File: src/rtl/tga_truecolor_rle_decoder_defines.svh
// Assertion macros shared by the TGA decoder RTL.
`ifndef TGA_TRUECOLOR_RLE_DECODER_DEFINES_SVH
`define TGA_TRUECOLOR_RLE_DECODER_DEFINES_SVH
`ifndef NO_ASSERTIONS
// same-cycle implication
`define TGA_ASSERT_IMP(lbl, clk, rst_n, ante, cons) \
    lbl: assert property (@(posedge clk) disable iff (!(rst_n)) (ante) |-> (cons)) \
        else $error("same-cycle check failed");
// next-cycle implication
`define TGA_ASSERT_NEXT(lbl, clk, rst_n, ante, cons) \
    lbl: assert property (@(posedge clk) disable iff (!(rst_n)) (ante) |=> (cons)) \
        else $error("next-cycle check failed");
`else
`define TGA_ASSERT_IMP(lbl, clk, rst_n, ante, cons)
`define TGA_ASSERT_NEXT(lbl, clk, rst_n, ante, cons)
`endif
`endif

File: src/rtl/tga_rle_pkg.sv
// Types and constants shared by the TGA true-color RLE decoder.
package tga_rle_pkg;

    // result kinds
    localparam logic [1:0] KIND_HEADER = 2'd0;
    localparam logic [1:0] KIND_RUN    = 2'd1;
    localparam logic [1:0] KIND_ERROR  = 2'd2;

    // error codes
    localparam logic [2:0] ERR_NONE      = 3'd0;
    localparam logic [2:0] ERR_SHORT     = 3'd1;
    localparam logic [2:0] ERR_BAD_TYPE  = 3'd2;
    localparam logic [2:0] ERR_BAD_SIZE  = 3'd3;
    localparam logic [2:0] ERR_TRUNCATED = 3'd4;

    // header byte offsets
    localparam logic [4:0] HB_ID_LEN    = 5'd0;
    localparam logic [4:0] HB_TYPE      = 5'd2;
    localparam logic [4:0] HB_WIDTH_LO  = 5'd12;
    localparam logic [4:0] HB_WIDTH_HI  = 5'd13;
    localparam logic [4:0] HB_HEIGHT_LO = 5'd14;
    localparam logic [4:0] HB_HEIGHT_HI = 5'd15;
    localparam logic [4:0] HB_DEPTH     = 5'd16;
    localparam logic [4:0] HB_FLAGS     = 5'd17;

    localparam logic [7:0] TYPE_RAW = 8'd2;
    localparam logic [7:0] TYPE_RLE = 8'd10;
    localparam logic [7:0] DEPTH_24 = 8'd24;
    localparam logic [7:0] DEPTH_32 = 8'd32;

    // flag bits of the descriptor byte
    localparam int FLAG_TOP_DOWN_BIT   = 5;
    localparam int FLAG_RIGHT_LEFT_BIT = 4;
    // repeat bit of a packet byte
    localparam int PKT_REPEAT_BIT      = 7;

    localparam logic [7:0] ALPHA_OPAQUE = 8'd255;

    localparam int QUEUE_DEPTH_DEF = 2;

    typedef struct packed {
        logic [7:0] byte_value;
        logic       last_byte;
    } t_in;

    typedef struct packed {
        logic [1:0]  kind;
        logic [7:0]  red;
        logic [7:0]  green;
        logic [7:0]  blue;
        logic [7:0]  alpha;
        logic [7:0]  run_count;
        logic [15:0] dest_row;
        logic [15:0] dest_col;
        logic [15:0] image_width;
        logic [15:0] image_height;
        logic [2:0]  error_code;
        logic        image_done;
    } t_out;

    // classified item handed from front to back
    typedef struct packed {
        logic [1:0]  kind;
        logic [7:0]  red;
        logic [7:0]  green;
        logic [7:0]  blue;
        logic [7:0]  alpha;
        logic [7:0]  run_count;
        logic [15:0] image_width;
        logic [15:0] image_height;
        logic [2:0]  error_code;
        logic        image_done;
        logic        top_down;
        logic        right_to_left;
    } t_job;

endpackage

File: src/rtl/tga_rle_queue.sv
// Small FIFO between the byte parser and the run placer.
module tga_rle_queue #(
    parameter int DEPTH = tga_rle_pkg::QUEUE_DEPTH_DEF
) (
    input  logic              i_clk,
    input  logic              i_rst_n,
    input  logic              i_push,
    input  tga_rle_pkg::t_job i_job,
    output logic              o_full,
    input  logic              i_pop,
    output logic              o_valid,
    output tga_rle_pkg::t_job o_job
);
    import tga_rle_pkg::*;

    localparam int PW = (DEPTH > 1) ? $clog2(DEPTH) : 1;
    localparam int CW = $clog2(DEPTH + 1);

    t_job          r_mem [DEPTH];
    logic [PW-1:0] r_wr;
    logic [PW-1:0] r_rd;
    logic [CW-1:0] r_count;
    logic [PW-1:0] n_wr;
    logic [PW-1:0] n_rd;

    assign o_full  = (r_count == CW'(DEPTH));
    assign o_valid = (r_count != '0);
    assign o_job   = r_mem[r_rd];

    assign n_wr = (r_wr == PW'(DEPTH - 1)) ? '0 : r_wr + 1'b1;
    assign n_rd = (r_rd == PW'(DEPTH - 1)) ? '0 : r_rd + 1'b1;

    always_ff @(posedge i_clk) begin
        if (i_push) begin
            r_mem[r_wr] <= i_job;
        end
    end

    always_ff @(posedge i_clk) begin
        if (!i_rst_n) begin
            r_wr    <= '0;
            r_rd    <= '0;
            r_count <= '0;
        end else begin
            if (i_push) begin
                r_wr <= n_wr;
            end
            if (i_pop) begin
                r_rd <= n_rd;
            end
            if (i_push && !i_pop) begin
                r_count <= r_count + 1'b1;
            end else if (i_pop && !i_push) begin
                r_count <= r_count - 1'b1;
            end
        end
    end

endmodule

File: src/rtl/tga_rle_front.sv
// Byte parser: header checks, ID skip, packet and pixel assembly, run classification.
module tga_rle_front (
    input  logic              i_clk,
    input  logic              i_rst_n,
    input  logic              i_in_valid,
    input  tga_rle_pkg::t_in  i_in_data,
    output logic              o_in_stall,
    output logic              o_push,
    output tga_rle_pkg::t_job o_job,
    input  logic              i_full
);
    import tga_rle_pkg::*;

    typedef enum logic [2:0] {
        PH_HEADER,
        PH_IDSKIP,
        PH_PACKET,
        PH_PIXEL,
        PH_WAIT
    } t_phase;

    t_phase      r_phase, n_phase;
    logic [4:0]  r_byte_count, n_byte_count;
    logic [7:0]  r_id_remaining, n_id_remaining;
    logic [7:0]  r_type, n_type;
    logic [7:0]  r_depth, n_depth;
    logic [15:0] r_width, n_width;
    logic [15:0] r_height, n_height;
    logic [31:0] r_area;
    logic        r_rle, n_rle;
    logic        r_four, n_four;
    logic [31:0] r_pixels_left, n_pixels_left;
    logic [7:0]  r_packet_left, n_packet_left;
    logic        r_repeat, n_repeat;
    logic [1:0]  r_comp, n_comp;
    logic [7:0]  r_color [4];
    logic [7:0]  n_color [4];

    logic        accept;
    logic [7:0]  b;
    logic        last;
    logic        err_hit;
    logic [2:0]  err_code;
    logic [7:0]  run_n;
    logic [7:0]  pkt_n;
    logic [7:0]  pkt_left_next;
    logic        done;
    logic [1:0]  comp_last;
    t_phase      data_phase;
    t_job        job;
    logic        push;

    assign accept     = i_in_valid && !i_full;
    assign o_in_stall = i_full;
    assign b          = i_in_data.byte_value;
    assign last       = i_in_data.last_byte;
    assign comp_last  = r_four ? 2'd3 : 2'd2;
    assign data_phase = r_rle ? PH_PACKET : PH_PIXEL;
    assign o_push     = push;
    assign o_job      = job;

    always_comb begin
        n_phase        = r_phase;
        n_byte_count   = r_byte_count;
        n_id_remaining = r_id_remaining;
        n_type         = r_type;
        n_depth        = r_depth;
        n_width        = r_width;
        n_height       = r_height;
        n_rle          = r_rle;
        n_four         = r_four;
        n_pixels_left  = r_pixels_left;
        n_packet_left  = r_packet_left;
        n_repeat       = r_repeat;
        n_comp         = r_comp;
        n_color        = r_color;
        err_hit        = 1'b0;
        err_code       = ERR_NONE;
        run_n          = 8'd1;
        pkt_n          = 8'd1;
        pkt_left_next  = r_packet_left;
        done           = 1'b0;
        job            = '0;
        push           = 1'b0;

        if (accept) begin
            case (r_phase)
                PH_HEADER: begin
                    case (r_byte_count)
                        HB_ID_LEN:    n_id_remaining = b;
                        HB_TYPE:      n_type = b;
                        HB_WIDTH_LO:  n_width = {8'd0, b};
                        HB_WIDTH_HI:  n_width = {b, r_width[7:0]};
                        HB_HEIGHT_LO: n_height = {8'd0, b};
                        HB_HEIGHT_HI: n_height = {b, r_height[7:0]};
                        HB_DEPTH:     n_depth = b;
                        default:      ;
                    endcase
                    if (last) begin
                        err_hit  = 1'b1;
                        err_code = ERR_SHORT;
                    end else if (r_byte_count != HB_FLAGS) begin
                        n_byte_count = r_byte_count + 5'd1;
                    end else begin
                        n_byte_count = '0;
                        if (r_type != TYPE_RAW && r_type != TYPE_RLE) begin
                            err_hit  = 1'b1;
                            err_code = ERR_BAD_TYPE;
                        end else if (r_width == '0 || r_height == '0 ||
                                     (r_depth != DEPTH_24 && r_depth != DEPTH_32)) begin
                            err_hit  = 1'b1;
                            err_code = ERR_BAD_SIZE;
                        end else begin
                            n_rle         = (r_type == TYPE_RLE);
                            n_four        = (r_depth == DEPTH_32);
                            n_pixels_left = r_area;
                            n_packet_left = '0;
                            n_repeat      = 1'b0;
                            n_comp        = '0;
                            if (r_id_remaining != '0) begin
                                n_phase = PH_IDSKIP;
                            end else if (r_type == TYPE_RLE) begin
                                n_phase = PH_PACKET;
                            end else begin
                                n_phase = PH_PIXEL;
                            end
                            push              = 1'b1;
                            job.kind          = KIND_HEADER;
                            job.image_width   = r_width;
                            job.image_height  = r_height;
                            job.top_down      = b[FLAG_TOP_DOWN_BIT];
                            job.right_to_left = b[FLAG_RIGHT_LEFT_BIT];
                        end
                    end
                end
                PH_IDSKIP: begin
                    if (last) begin
                        err_hit  = 1'b1;
                        err_code = ERR_TRUNCATED;
                    end else begin
                        n_id_remaining = r_id_remaining - 8'd1;
                        if (r_id_remaining == 8'd1) begin
                            n_phase = data_phase;
                        end
                    end
                end
                PH_PACKET: begin
                    pkt_n = {1'b0, b[6:0]} + 8'd1;
                    if (r_pixels_left < 32'(pkt_n)) begin
                        pkt_n = r_pixels_left[7:0];
                    end
                    if (last) begin
                        err_hit  = 1'b1;
                        err_code = ERR_TRUNCATED;
                    end else begin
                        n_packet_left = pkt_n;
                        n_repeat      = b[PKT_REPEAT_BIT];
                        n_comp        = '0;
                        n_phase       = PH_PIXEL;
                    end
                end
                PH_PIXEL: begin
                    n_color[r_comp] = b;
                    if (r_comp != comp_last) begin
                        n_comp = r_comp + 2'd1;
                        if (last) begin
                            err_hit  = 1'b1;
                            err_code = ERR_TRUNCATED;
                        end
                    end else begin
                        n_comp = '0;
                        run_n  = (r_rle && r_repeat) ? r_packet_left : 8'd1;
                        if (run_n == '0) begin
                            run_n = 8'd1;
                        end
                        if (r_pixels_left < 32'(run_n)) begin
                            run_n = r_pixels_left[7:0];
                        end
                        done = (r_pixels_left == 32'(run_n));
                        if (last && !done) begin
                            err_hit  = 1'b1;
                            err_code = ERR_TRUNCATED;
                        end else begin
                            push           = 1'b1;
                            job.kind       = KIND_RUN;
                            job.red        = n_color[2];
                            job.green      = n_color[1];
                            job.blue       = n_color[0];
                            job.alpha      = r_four ? n_color[3] : ALPHA_OPAQUE;
                            job.run_count  = run_n;
                            job.image_done = done;
                            n_pixels_left  = r_pixels_left - 32'(run_n);
                            if (r_rle) begin
                                pkt_left_next = r_repeat ? 8'd0 : r_packet_left - 8'd1;
                                n_packet_left = pkt_left_next;
                                if (pkt_left_next == '0) begin
                                    n_phase = PH_PACKET;
                                end
                            end
                            if (done) begin
                                n_phase = last ? PH_HEADER : PH_WAIT;
                            end
                        end
                    end
                end
                default: begin
                    // image finished or failed: drop bytes until end of file
                    if (last) begin
                        n_phase      = PH_HEADER;
                        n_byte_count = '0;
                        n_comp       = '0;
                    end
                end
            endcase

            if (err_hit) begin
                push           = 1'b1;
                job            = '0;
                job.kind       = KIND_ERROR;
                job.error_code = err_code;
                n_phase        = last ? PH_HEADER : PH_WAIT;
                if (last) begin
                    n_byte_count = '0;
                    n_comp       = '0;
                end
            end
        end
    end

    always_ff @(posedge i_clk) begin
        if (!i_rst_n) begin
            r_phase      <= PH_HEADER;
            r_byte_count <= '0;
            r_comp       <= '0;
        end else begin
            r_phase        <= n_phase;
            r_byte_count   <= n_byte_count;
            r_comp         <= n_comp;
            r_id_remaining <= n_id_remaining;
            r_type         <= n_type;
            r_depth        <= n_depth;
            r_width        <= n_width;
            r_height       <= n_height;
            r_rle          <= n_rle;
            r_four         <= n_four;
            r_pixels_left  <= n_pixels_left;
            r_packet_left  <= n_packet_left;
            r_repeat       <= n_repeat;
            r_color        <= n_color;
        end
    end

    // pixel total, ready well before the flags byte
    always_ff @(posedge i_clk) begin
        r_area <= {16'd0, r_width} * {16'd0, r_height};
    end

endmodule

File: src/rtl/tga_rle_back.sv
// Run placer: maps source position to destination and advances it by each run.
module tga_rle_back (
    input  logic              i_clk,
    input  logic              i_rst_n,
    input  logic              i_valid,
    input  tga_rle_pkg::t_job i_job,
    output logic              o_pop,
    output logic              o_out_valid,
    output tga_rle_pkg::t_out o_out_data,
    input  logic              i_out_stall
);
    import tga_rle_pkg::*;

    typedef enum logic {
        BK_IDLE,
        BK_WRAP
    } t_bstate;

    t_bstate     r_state;
    logic        r_out_valid;
    t_out        r_out;
    logic [15:0] r_width;
    logic [15:0] r_height;
    logic        r_top_down;
    logic        r_right_to_left;
    logic [15:0] r_src_row;
    logic [15:0] r_src_col;
    logic [16:0] r_total;

    logic        out_free;
    logic        pop;
    logic [15:0] drow;
    logic [15:0] dcol;
    logic        wrap_ge;
    t_out        n_out;

    assign out_free    = !r_out_valid || !i_out_stall;
    assign pop         = (r_state == BK_IDLE) && i_valid && out_free;
    assign o_pop       = pop;
    assign o_out_valid = r_out_valid;
    assign o_out_data  = r_out;

    assign drow    = r_top_down ? r_src_row : r_height - 16'd1 - r_src_row;
    assign dcol    = r_right_to_left ? r_width - 16'd1 - r_src_col : r_src_col;
    assign wrap_ge = (r_total >= {1'b0, r_width});

    always_comb begin
        n_out              = '0;
        n_out.kind         = i_job.kind;
        n_out.red          = i_job.red;
        n_out.green        = i_job.green;
        n_out.blue         = i_job.blue;
        n_out.alpha        = i_job.alpha;
        n_out.run_count    = i_job.run_count;
        n_out.image_width  = i_job.image_width;
        n_out.image_height = i_job.image_height;
        n_out.error_code   = i_job.error_code;
        n_out.image_done   = i_job.image_done;
        if (i_job.kind == KIND_RUN) begin
            n_out.dest_row = drow;
            n_out.dest_col = dcol;
        end
    end

    always_ff @(posedge i_clk) begin
        if (!i_rst_n) begin
            r_state     <= BK_IDLE;
            r_out_valid <= 1'b0;
        end else begin
            if (pop) begin
                r_out_valid <= 1'b1;
                r_out       <= n_out;
                case (i_job.kind)
                    KIND_HEADER: begin
                        r_width         <= i_job.image_width;
                        r_height        <= i_job.image_height;
                        r_top_down      <= i_job.top_down;
                        r_right_to_left <= i_job.right_to_left;
                        r_src_row       <= '0;
                        r_src_col       <= '0;
                    end
                    KIND_RUN: begin
                        r_total <= {1'b0, r_src_col} + {9'd0, i_job.run_count};
                        r_state <= BK_WRAP;
                    end
                    default: ;
                endcase
            end else if (!i_out_stall) begin
                r_out_valid <= 1'b0;
            end

            // one row of wrap per cycle
            if (r_state == BK_WRAP) begin
                if (wrap_ge) begin
                    r_total   <= r_total - {1'b0, r_width};
                    r_src_row <= r_src_row + 16'd1;
                end else begin
                    r_src_col <= r_total[15:0];
                    r_state   <= BK_IDLE;
                end
            end
        end
    end

endmodule

File: src/rtl/tga_truecolor_rle_decoder.sv
// Top level of the TGA true-color RLE decoder: parser, item queue and run placer.
//
//  channel | direction | handshake                 | payload
//  --------+-----------+---------------------------+---------------------------------
//  in      | to block  | i_in_valid / o_in_stall   | i_in_data  (byte_value, last_byte)
//  out     | from block| o_out_valid / i_out_stall | o_out_data (kind, color, run, ...)
//
// The parser takes one file byte per cycle while the queue has room; every byte,
// with or without a result, waits while the queue is full.
// The placer loads a run into the output register, then crosses the rows it spans
// one by one and finally stores the new column before it takes the next item.
// Header and error items need only the load.
// A held output stalls the placer, which in turn fills the queue.
// Synchronous active-low reset returns to the header phase with the queue empty;
// no clearing pass is needed.
`include "tga_truecolor_rle_decoder_defines.svh"

module tga_truecolor_rle_decoder #(
    parameter int QUEUE_DEPTH = tga_rle_pkg::QUEUE_DEPTH_DEF
) (
    input  logic              i_clk,
    input  logic              i_rst_n,
    input  logic              i_in_valid,
    input  tga_rle_pkg::t_in  i_in_data,
    output logic              o_in_stall,
    output logic              o_out_valid,
    output tga_rle_pkg::t_out o_out_data,
    input  logic              i_out_stall
);
    import tga_rle_pkg::*;

    // front -> queue
    logic q_push;
    t_job q_in_job;
    logic q_full;
    // queue -> back
    logic q_pop;
    logic q_valid;
    t_job q_out_job;
    // result classes seen by the checks
    logic out_run;
    logic out_misc;
    logic out_no_pos;

    assign out_run    = o_out_valid && (o_out_data.kind == KIND_RUN);
    assign out_misc   = o_out_valid && (o_out_data.kind != KIND_RUN);
    assign out_no_pos = (o_out_data.dest_row == 16'd0) && (o_out_data.dest_col == 16'd0);

    // header parse, ID skip, packet decode, pixel assembly
    tga_rle_front u_front (
        .i_clk      (i_clk),
        .i_rst_n    (i_rst_n),
        .i_in_valid (i_in_valid),
        .i_in_data  (i_in_data),
        .o_in_stall (o_in_stall),
        .o_push     (q_push),
        .o_job      (q_in_job),
        .i_full     (q_full)
    );

    // decouples the byte-rate parser from the multi-cycle placer
    tga_rle_queue #(
        .DEPTH (QUEUE_DEPTH)
    ) u_queue (
        .i_clk   (i_clk),
        .i_rst_n (i_rst_n),
        .i_push  (q_push),
        .i_job   (q_in_job),
        .o_full  (q_full),
        .i_pop   (q_pop),
        .o_valid (q_valid),
        .o_job   (q_out_job)
    );

    // orientation mapping, row/column advance, output register
    tga_rle_back u_back (
        .i_clk       (i_clk),
        .i_rst_n     (i_rst_n),
        .i_valid     (q_valid),
        .i_job       (q_out_job),
        .o_pop       (q_pop),
        .o_out_valid (o_out_valid),
        .o_out_data  (o_out_data),
        .i_out_stall (i_out_stall)
    );

    // parser never writes into a full queue
    `TGA_ASSERT_IMP(a_no_push_full, i_clk, i_rst_n, q_push, !q_full)
    // a pop without a push always leaves room
    `TGA_ASSERT_NEXT(a_pop_frees, i_clk, i_rst_n, q_pop && !q_push, !q_full)
    // runs always cover at least one pixel
    `TGA_ASSERT_IMP(a_run_nonzero, i_clk, i_rst_n, out_run, o_out_data.run_count != 8'd0)
    // header and error items carry no position
    `TGA_ASSERT_IMP(a_no_dest_misc, i_clk, i_rst_n, out_misc, out_no_pos)

endmodule

File: config.mk
export PLATFORM = sky130hd
export DESIGN_NAME = tga_truecolor_rle_decoder
export DESIGN_NICKNAME = d
export VERILOG_FILES = /design/src/rtl/tga_rle_pkg.sv /design/src/rtl/tga_rle_queue.sv /design/src/rtl/tga_rle_front.sv /design/src/rtl/tga_rle_back.sv /design/src/rtl/tga_truecolor_rle_decoder.sv
export VERILOG_INCLUDE_DIRS = /design/src /design/src/rtl
export SDC_FILE = /design/constraint.sdc
export NUM_CORES = 1
export LEC_CHECK = 0
export BUFFER_PORTS_ARGS = -buffer_cell sky130_fd_sc_hd__buf_4
export CAP_MARGIN = 5
export CORE_ASPECT_RATIO = 1.4
export CORE_UTILIZATION = 60
export CTS_BUF_LIST = sky130_fd_sc_hd__clkbuf_4 sky130_fd_sc_hd__clkbuf_8
export DETAILED_ROUTE_END_ITERATION = 7
export HOLD_SLACK_MARGIN = 0.05
export PLACE_DENSITY = 0.76
export SETUP_SLACK_MARGIN = 0.05
export SLEW_MARGIN = 20
export SYNTH_ARGS = -nofsm -noshare
export SYNTH_HDL_FRONTEND = slang
export SYNTH_SLANG_ARGS = --single-unit
File: constraint.sdc
create_clock -name i_clk -period 16.9 [get_ports i_clk]
set_clock_uncertainty 0.15 [all_clocks]
set_input_delay 0.845 -clock i_clk [delete_from_list [all_inputs] [get_ports i_clk]]
set_output_delay 0.845 -clock i_clk [all_outputs]
set_load 0.02 [all_outputs]
# ---- Word level (Yosys, flattened, before mapping)
# Memory sizes are Yosys's and may differ from the RTL's. A register that Yosys moved wholly into a read port is not among the register bits.
# Index checks and enable logic that the tools add are counted.
dict set report totals {
  regBits 372
  ramBits 160
  out_inout_bits 112
  mem_count 1
}
dict set report op_classes {
  add_sub_neg 17
  mul 1
  n_lt_le_gt_ge 5
  eq_ne 43
  muxes 151
  n_bitwise 8
  reduce_logical 53
}
# memory words word_bits read_ports rd_ports_with_merged_regs write_ports line_no
set memory_table {}
lappend memory_table {u_queue.r_mem 2 80 1 1 1 tga_rle_queue.sv:19} ;# t_job r_mem [DEPTH];
# op n
set ops {}
lappend ops {{$mux 32} 11}
lappend ops {{$mux 8} 23}
lappend ops {{$mux 16} 10}
lappend ops {{$mux 80} 2}
lappend ops {{$mux 17} 4}
lappend ops {{$mux 3} 22}
lappend ops {{$lt 32x8->1} 2}
lappend ops {{$pmux 16 s2} 2}
lappend ops {{$pmux 32 s2} 1}
lappend ops {{$mux 42} 1}
lappend ops {{$mux 41} 1}
lappend ops {{$mux 40} 1}
lappend ops {{$mux 1} 39}
lappend ops {{$mux 2} 18}
lappend ops {{$bwmux 32} 1}
lappend ops {{$eq 32x8->1} 1}
lappend ops {{$logic_not 16->1} 2}
lappend ops {{$mul 16x16->32} 1}
lappend ops {{$sub 16x1->16 const B} 2}
lappend ops {{$sub 16x16->16} 2}
lappend ops {{$sub 32x8->32} 1}
lappend ops {{$mux 5} 5}
lappend ops {{$pmux 8 s3} 1}
lappend ops {{$eq 5x4->1 const B} 4}
lappend ops {{other kinds (65)} 121}

# ---- Depth between registers and ports, before layout
dict set report logic_depth {
  ltp_word 25
  mapped_depth 25
}

# ---- Hierarchy
# From an unflattened synthesis, not the netlist that was laid out.
dict set report hier_totals {
  hier_cells 3057
  hier_area_um2 34241.6
}
# mod instances cells_each area_per_inst_um2 seq_area_each_um2
set by_module_without_submodules {}
lappend by_module_without_submodules {tga_rle_front 1 1869 17663.2 4774.6}
lappend by_module_without_submodules {tga_rle_back 1 917 10556.4 5835.6}
lappend by_module_without_submodules {tga_rle_queue 1 271 6022.0 4904.7}

# ---- Least setup slack after synthesis
# OpenSTA, ideal clock, no wires.
dict set report synth_timing {
  path_type {flip-flop to flip-flop}
  start {register u_front.r_rle}
  end {memory u_queue.r_mem[0][0] in the netlist's numbering (enable)}
  setup_ns 0.519
  t_arrival_ns 7.111
  required_time_ns 16.231
  path_slack_ns 9.120
  path_stages_with_launch 19
  synth_period_minus_slack_ns 7.780
  path_cell_list {edfxtp_1 -> and2_1 -> clkbuf_1 -> clkbuf_1 -> nand2_1 -> ha_1 -> and4_1 -> nand2_1 -> o2111ai_1 -> clkbuf_1 -> a31oi_1 -> ha_1 -> clkbuf_1 -> nand4_1 -> nor2_1 -> nand4bb_4 -> o32ai_1 -> o21ai_2 -> nor2_1}
}
dict set report synth_via {
  elab_chain_len 23
  word_cells_on_any_way 26
  classes_between {1 x order compare; 1 x eq/ne; 20 x mux; 4 x reduce/logical}
}
# item line_no
set synth_rtl {}
lappend synth_rtl {{start, declared} tga_rle_front.sv:30} ;# logic r_rle, n_rle;
lappend synth_rtl {{start signal, assigned} tga_rle_front.sv:244} ;# r_rle <= n_rle;
lappend synth_rtl {{$logic_and 1x1->1 (*)} tga_rle_front.sv:172} ;# run_n = (r_rle && r_repeat) ? r_packet_left : 8'd1;
lappend synth_rtl {{$mux 8 (*)} tga_rle_front.sv:172}
lappend synth_rtl {{$logic_not 8->1} tga_rle_front.sv:173} ;# if (run_n == '0) begin
lappend synth_rtl {{$mux 8 (*)} tga_rle_front.sv:173}
lappend synth_rtl {{$mux 8 (*)} tga_rle_front.sv:164} ;# if (r_comp != comp_last) begin
lappend synth_rtl {{$mux 8 (*)} tga_rle_front.sv:87} ;# case (r_phase)
lappend synth_rtl {{$mux 8 (*)} tga_rle_front.sv:86} ;# if (accept) begin
lappend synth_rtl {{$lt 32x8->1} tga_rle_front.sv:176} ;# if (r_pixels_left < 32'(run_n)) begin
lappend synth_rtl {{[7 not listed]} --}
lappend synth_rtl {{$mux 1} tga_rle_front.sv:180} ;# if (last && !done) begin
lappend synth_rtl {{$mux 1} tga_rle_front.sv:164}
lappend synth_rtl {{$pmux 1 s3} tga_rle_front.sv:87}
lappend synth_rtl {{$mux 1} tga_rle_front.sv:86}
lappend synth_rtl {{$mux 1 (*)} tga_rle_front.sv:216} ;# if (err_hit) begin
lappend synth_rtl {{$mux 1 (*)} tga_rle_front.sv:86}
lappend synth_rtl {{$mux 1 (*)} tga_rle_queue.sv:34} ;# if (i_push) begin
lappend synth_rtl {{$mux 1 (implied by the code) (*)} tga_rle_queue.sv:35} ;# r_mem[r_wr] <= i_job;
lappend synth_rtl {{end, declared} tga_rle_queue.sv:19}
# Mark *: on every way between the ends. The rest lies on a longest branch, timed or not. The select of a mux whose other input is x is not followed.

# ---- Worst setup path in the final report
dict set report layout_timing {
  start {register u_front.r_width[12]}
  end {register u_front.r_area[21]}
}
dict set report layout_via {
  elab_chain_len 1
}
# item line_no
set layout_rtl {}
lappend layout_rtl {{start, declared} tga_rle_front.sv:27} ;# logic [15:0] r_width, n_width;
lappend layout_rtl {{start signal, assigned} tga_rle_front.sv:242} ;# r_width <= n_width;
lappend layout_rtl {{$mul 16x16->32} tga_rle_front.sv:255} ;# r_area <= {16'd0, r_width} * {16'd0, r_height};
lappend layout_rtl {{end signal, assigned} tga_rle_front.sv:255}
lappend layout_rtl {{end, declared} tga_rle_front.sv:29} ;# logic [31:0] r_area;
# Every way passes these cells.
# A chain may end at the register's enable or synchronous reset.

==> impl_metrics.csv <==
group,metric,value,unit
synthesis,syn_nets,3415,
power_and_ir_drop,power.internal,2.59,mW
setup_path,path_cells,"nand2_1, fa_1, inv_1, fa_1, inv_1, fa_1, inv_1, fa_1, inv_1, fa_1, inv_1, fa_1, ha_1, or3_1, o211ai_1, a21oi_1, o21ai_0, a21boi_0, o31ai_1, nor3b_1, a311o_1",
placed_design,place_hpwl,59.7,mm
synthesis,post-synth-top-count-cell,"edfxtp_1",
placed_design,dpl-instance-area,35200,um2
drt,via_per_inst,5.93,
synthesis,syn_area,33700,um2
power_and_ir_drop,p_leak,15.3,nW
cts,cts_tree,"done",
sta,drv_slew,0,
cts,postCtsSetupRepairBufs,0,
setup_path,slowest_delay,0.81,ns
cts,cts.repair.resized,0,
power_and_ir_drop,ir_worst_vdd,0.0000856,V
synthesis,ys.flop_type,"edfxtp_1",
floorplanning,num_rows,102,
power_and_ir_drop,netSwitchingPower,1.15,mW
cts,htree_levels,3,
synthesis,yosysTopAreaCellShare,43.2,%
cts,cts.sinks,533,
cts,clk_latency,0.68,ns
hold_path,min_path_type,"in2reg",
setup_path,cp_slowest_cell,"edfxtp_1",
sta,hold_viol_final,0,
setup_path,crit_path_max_fanout,18,
drt,drt_drc_violations_left,0,
layout,fin_nets,3515,
synthesis,synth_async_sr_flop_share,0,%
placed_design,dp_cells,3752,
power_and_ir_drop,comb_power_share,24.5,%
job,cap_violations,0,
sta,setup_viol,0,
sta,min_period_over_period,39.8,%
floorplanning,fp.dieW,202,um
global_routing,grt_pass1_wl,128,mm
floorplanning,fp.dieH,282,um
setup_path,crit_path_end_kind,"flip-flop",
synthesis,synth_commonest_cells,"edfxtp_1 (484), inv_1 (349), nand2_1 (298)",
synthesis,synthCells,3008,
synthesis,synth_edf_count,484,
cts,clkTransAtPathRegs,0.07,ns
power_and_ir_drop,p_clk_share,29.3,%
sta,grt_setup_unrepaired,"no",
drt,drt_first_iter_violations,1573,
sta,maxSlewHeadroom,27.0,%
synthesis,yosys-top-cells-area,"edfxtp_1 (43%), fa_1 (12%), ha_1 (7.2%)",
placed_design,place_congestion,0.959,
sta,worst_pin_slew,1.09,ns
setup_path,critPathKind,"reg2reg",
layout,drive_gt1_share,13.6,%
synthesis,ys_types,74,
placed_design,port_buffers,124,
floorplanning,ios,125,
drt,vias,23143,
drt,wl_per_cell,20.9,um
global_routing,grt_start_max_net_pins,74,
run_status,status,"finished clean",
layout,design_area,36900,um2
cts,cts_made_buffers,82,
power_and_ir_drop,p_sw_share,30.8,%
sta,maxClockFrequency,0.149,GHz
drt,firstDrtPassIters,7,
global_routing,antenna_found_initial,3,
layout,fin_cells,3903,
synthesis,yosys_warnings,0,
floorplanning,start_util,60.8,%
cts,cts_buffer_depth,3,
drt,drtAntennaViolNets,0,
floorplanning,core,55400,um2
setup_path,cp.arrival,7.11,ns
cts,clockRootBuffer,"clkbuf_8",
global_routing,grt_pass1_vias,24005,
setup_path,start_kind,"flip-flop",
synthesis,synth.ff_latch_count,533,
synthesis,syn_area_per_cell,11.2,um2
layout,syn_to_final_growth,9.61,%
synthesis,synth_area_leader_cell,"edfxtp_1",
setup_path,cp.required,17.28,ns
floorplanning,dieArea,57100,um2
global_routing,grt.total_usage,29.2,%
sta,finalCriticalPeriod,6.72,ns
layout,fillCellCount,4152,
cts,hold_buffers,0,
sta,fin_tns_setup,0,ns
power_and_ir_drop,p_seq_share,46.2,%
global_routing,overflow,0,
synthesis,ys_seq_area_share,46.1,%
setup_path,crit_top_cell,"fa_1",
power_and_ir_drop,cellPowerDensity,101,nW/um2
drt,wirelength,81.7,mm
-- final timing paths --
check / from / end / slack [ns] / cells past startpoint
worst max register to register: u_front.r_width[12] / u_front.r_area[21] / 10.18 / 21
worst min-delay path: i_out_stall / u_back.o_out_valid / 0.31 / 3
worst min register to register: u_back.o_out_valid / u_back.o_out_valid / 0.34 / 2
worst max-delay path: u_front.r_width[12] / u_front.r_area[21] / 10.18 / 21
-- per-stage QoR --
step	util [%]	power (mW)	hold WS (ns)	setup slack [ns]
floorplan	-	2.38	0.328	9.12
global placement	63.6	2.63	0.319	10.43
detailed placement	63.6	2.66	0.336	10.25
CTS	66.6	3.76	0.259	10.22
global route	66.6	3.91	0.304	9.79
finish	66.6	3.74	0.307	10.18
-- cell type report --
cell class / instances / area (um2) / area share, %
Timing Repair Buffer: 147 / 1100 / 2.99
Tap cell: 728 / 911 / 2.47
Sequential cell: 533 / 15500 / 42.1
Multi-Input combinational cell: 1995 / 16400 / 44.4
Antenna cell: 1 / 2.50 / 0.00678
Clock buffer: 106 / 1330 / 3.60
Clock inverter: 44 / 347 / 0.939
Inverter: 349 / 1310 / 3.55
-- worst max-delay path, delay by kind of cell (launching register included) --
family | cells | cell delay [ns]
adder cells (fa/ha/maj) | 7 | 3.41
AND/OR/NAND/NOR | 3 | 0.64
flip-flops | 1 | 0.81
buffers and inverters | 5 | 0.26
AO/OA/AOI/OAI | 6 | 1.30
-- routing by layer --
layer | up-vias | part of all wire, % | global-route usage, %
li1 | 10567 | - | -
met1 | 11449 | 36 | 32.5
met2 | 880 | 52 | 52.7
met3 | 245 | 5.7 | 4.24
met4 | 2 | 5.9 | 18.1
met5 | - | 0.017 | 0
-- registers in the layout (all words and copies together), names as in the netlist, 17 cells and up, named ones only --
register / count
u_front.r_color: 32
u_queue.r_mem: 160
u_back.r_total: 17
u_front.r_area: 32
u_back.o_out_data: 110
u_front.r_pixels_left: 32
-- logic make-up (layout without fill, tap and decap cells) --
logic type | after synthesis | after routing | share of synthesized area [%]
fa+ha+maj | 394 | 394 | 19.1
buf+inv | 480 | 646 | 5.38
flops | 533 | 533 | 46.1
simple gates | 939 | 939 | 13.8
xor+xnor | 106 | 106 | 2.76
mux | 156 | 156 | 5.08
other cells | 0 | 1 | 0
compound gates | 400 | 400 | 7.78
-- power groups by stage --
stage | clock (mW) | sequential [mW] | combinational, mW
after floorplan | 0 | 1.80 | 0.583
after global placement | 0 | 1.75 | 0.885
after detailed placement | 0 | 1.75 | 0.910
after CTS | 1.12 | 1.73 | 0.917
after global routing | 1.17 | 1.74 | 1.00
final | 1.10 | 1.73 | 0.918
-- cells in the final DEF (no fill, tap or decap), drive strengths merged, types with 7 or more instances in the layout --
master / Yosys / routed
buf: 10 / 147
dfxtp: 49 / 49
clkbuf: 121 / 106
nor4: 21 / 21
o211ai: 10 / 10
o21bai: 14 / 14
a21o: 34 / 34
nand3b: 8 / 8
nor4b: 10 / 10
a31oi: 24 / 24
nor2: 196 / 196
a21boi: 16 / 16
nor3b: 11 / 11
edfxtp: 484 / 484
nand4: 18 / 18
clkinv: 0 / 31
o21a: 15 / 15
or3: 16 / 16
mux2i: 37 / 37
o21ai: 96 / 96
mux2: 119 / 119
xnor2: 66 / 66
a211oi: 17 / 17
nand2: 300 / 300
o32ai: 7 / 7
nand3: 51 / 51
nor3: 54 / 54
inv: 349 / 352
o31ai: 14 / 14
xor2: 40 / 40
and3: 17 / 17
a21oi: 98 / 98
fa: 199 / 199
and2: 152 / 152
ha: 195 / 195
a211o: 9 / 9
nand2b: 14 / 14
nor2b: 46 / 46
Note: power is estimated with default switching activity, not from simulation.
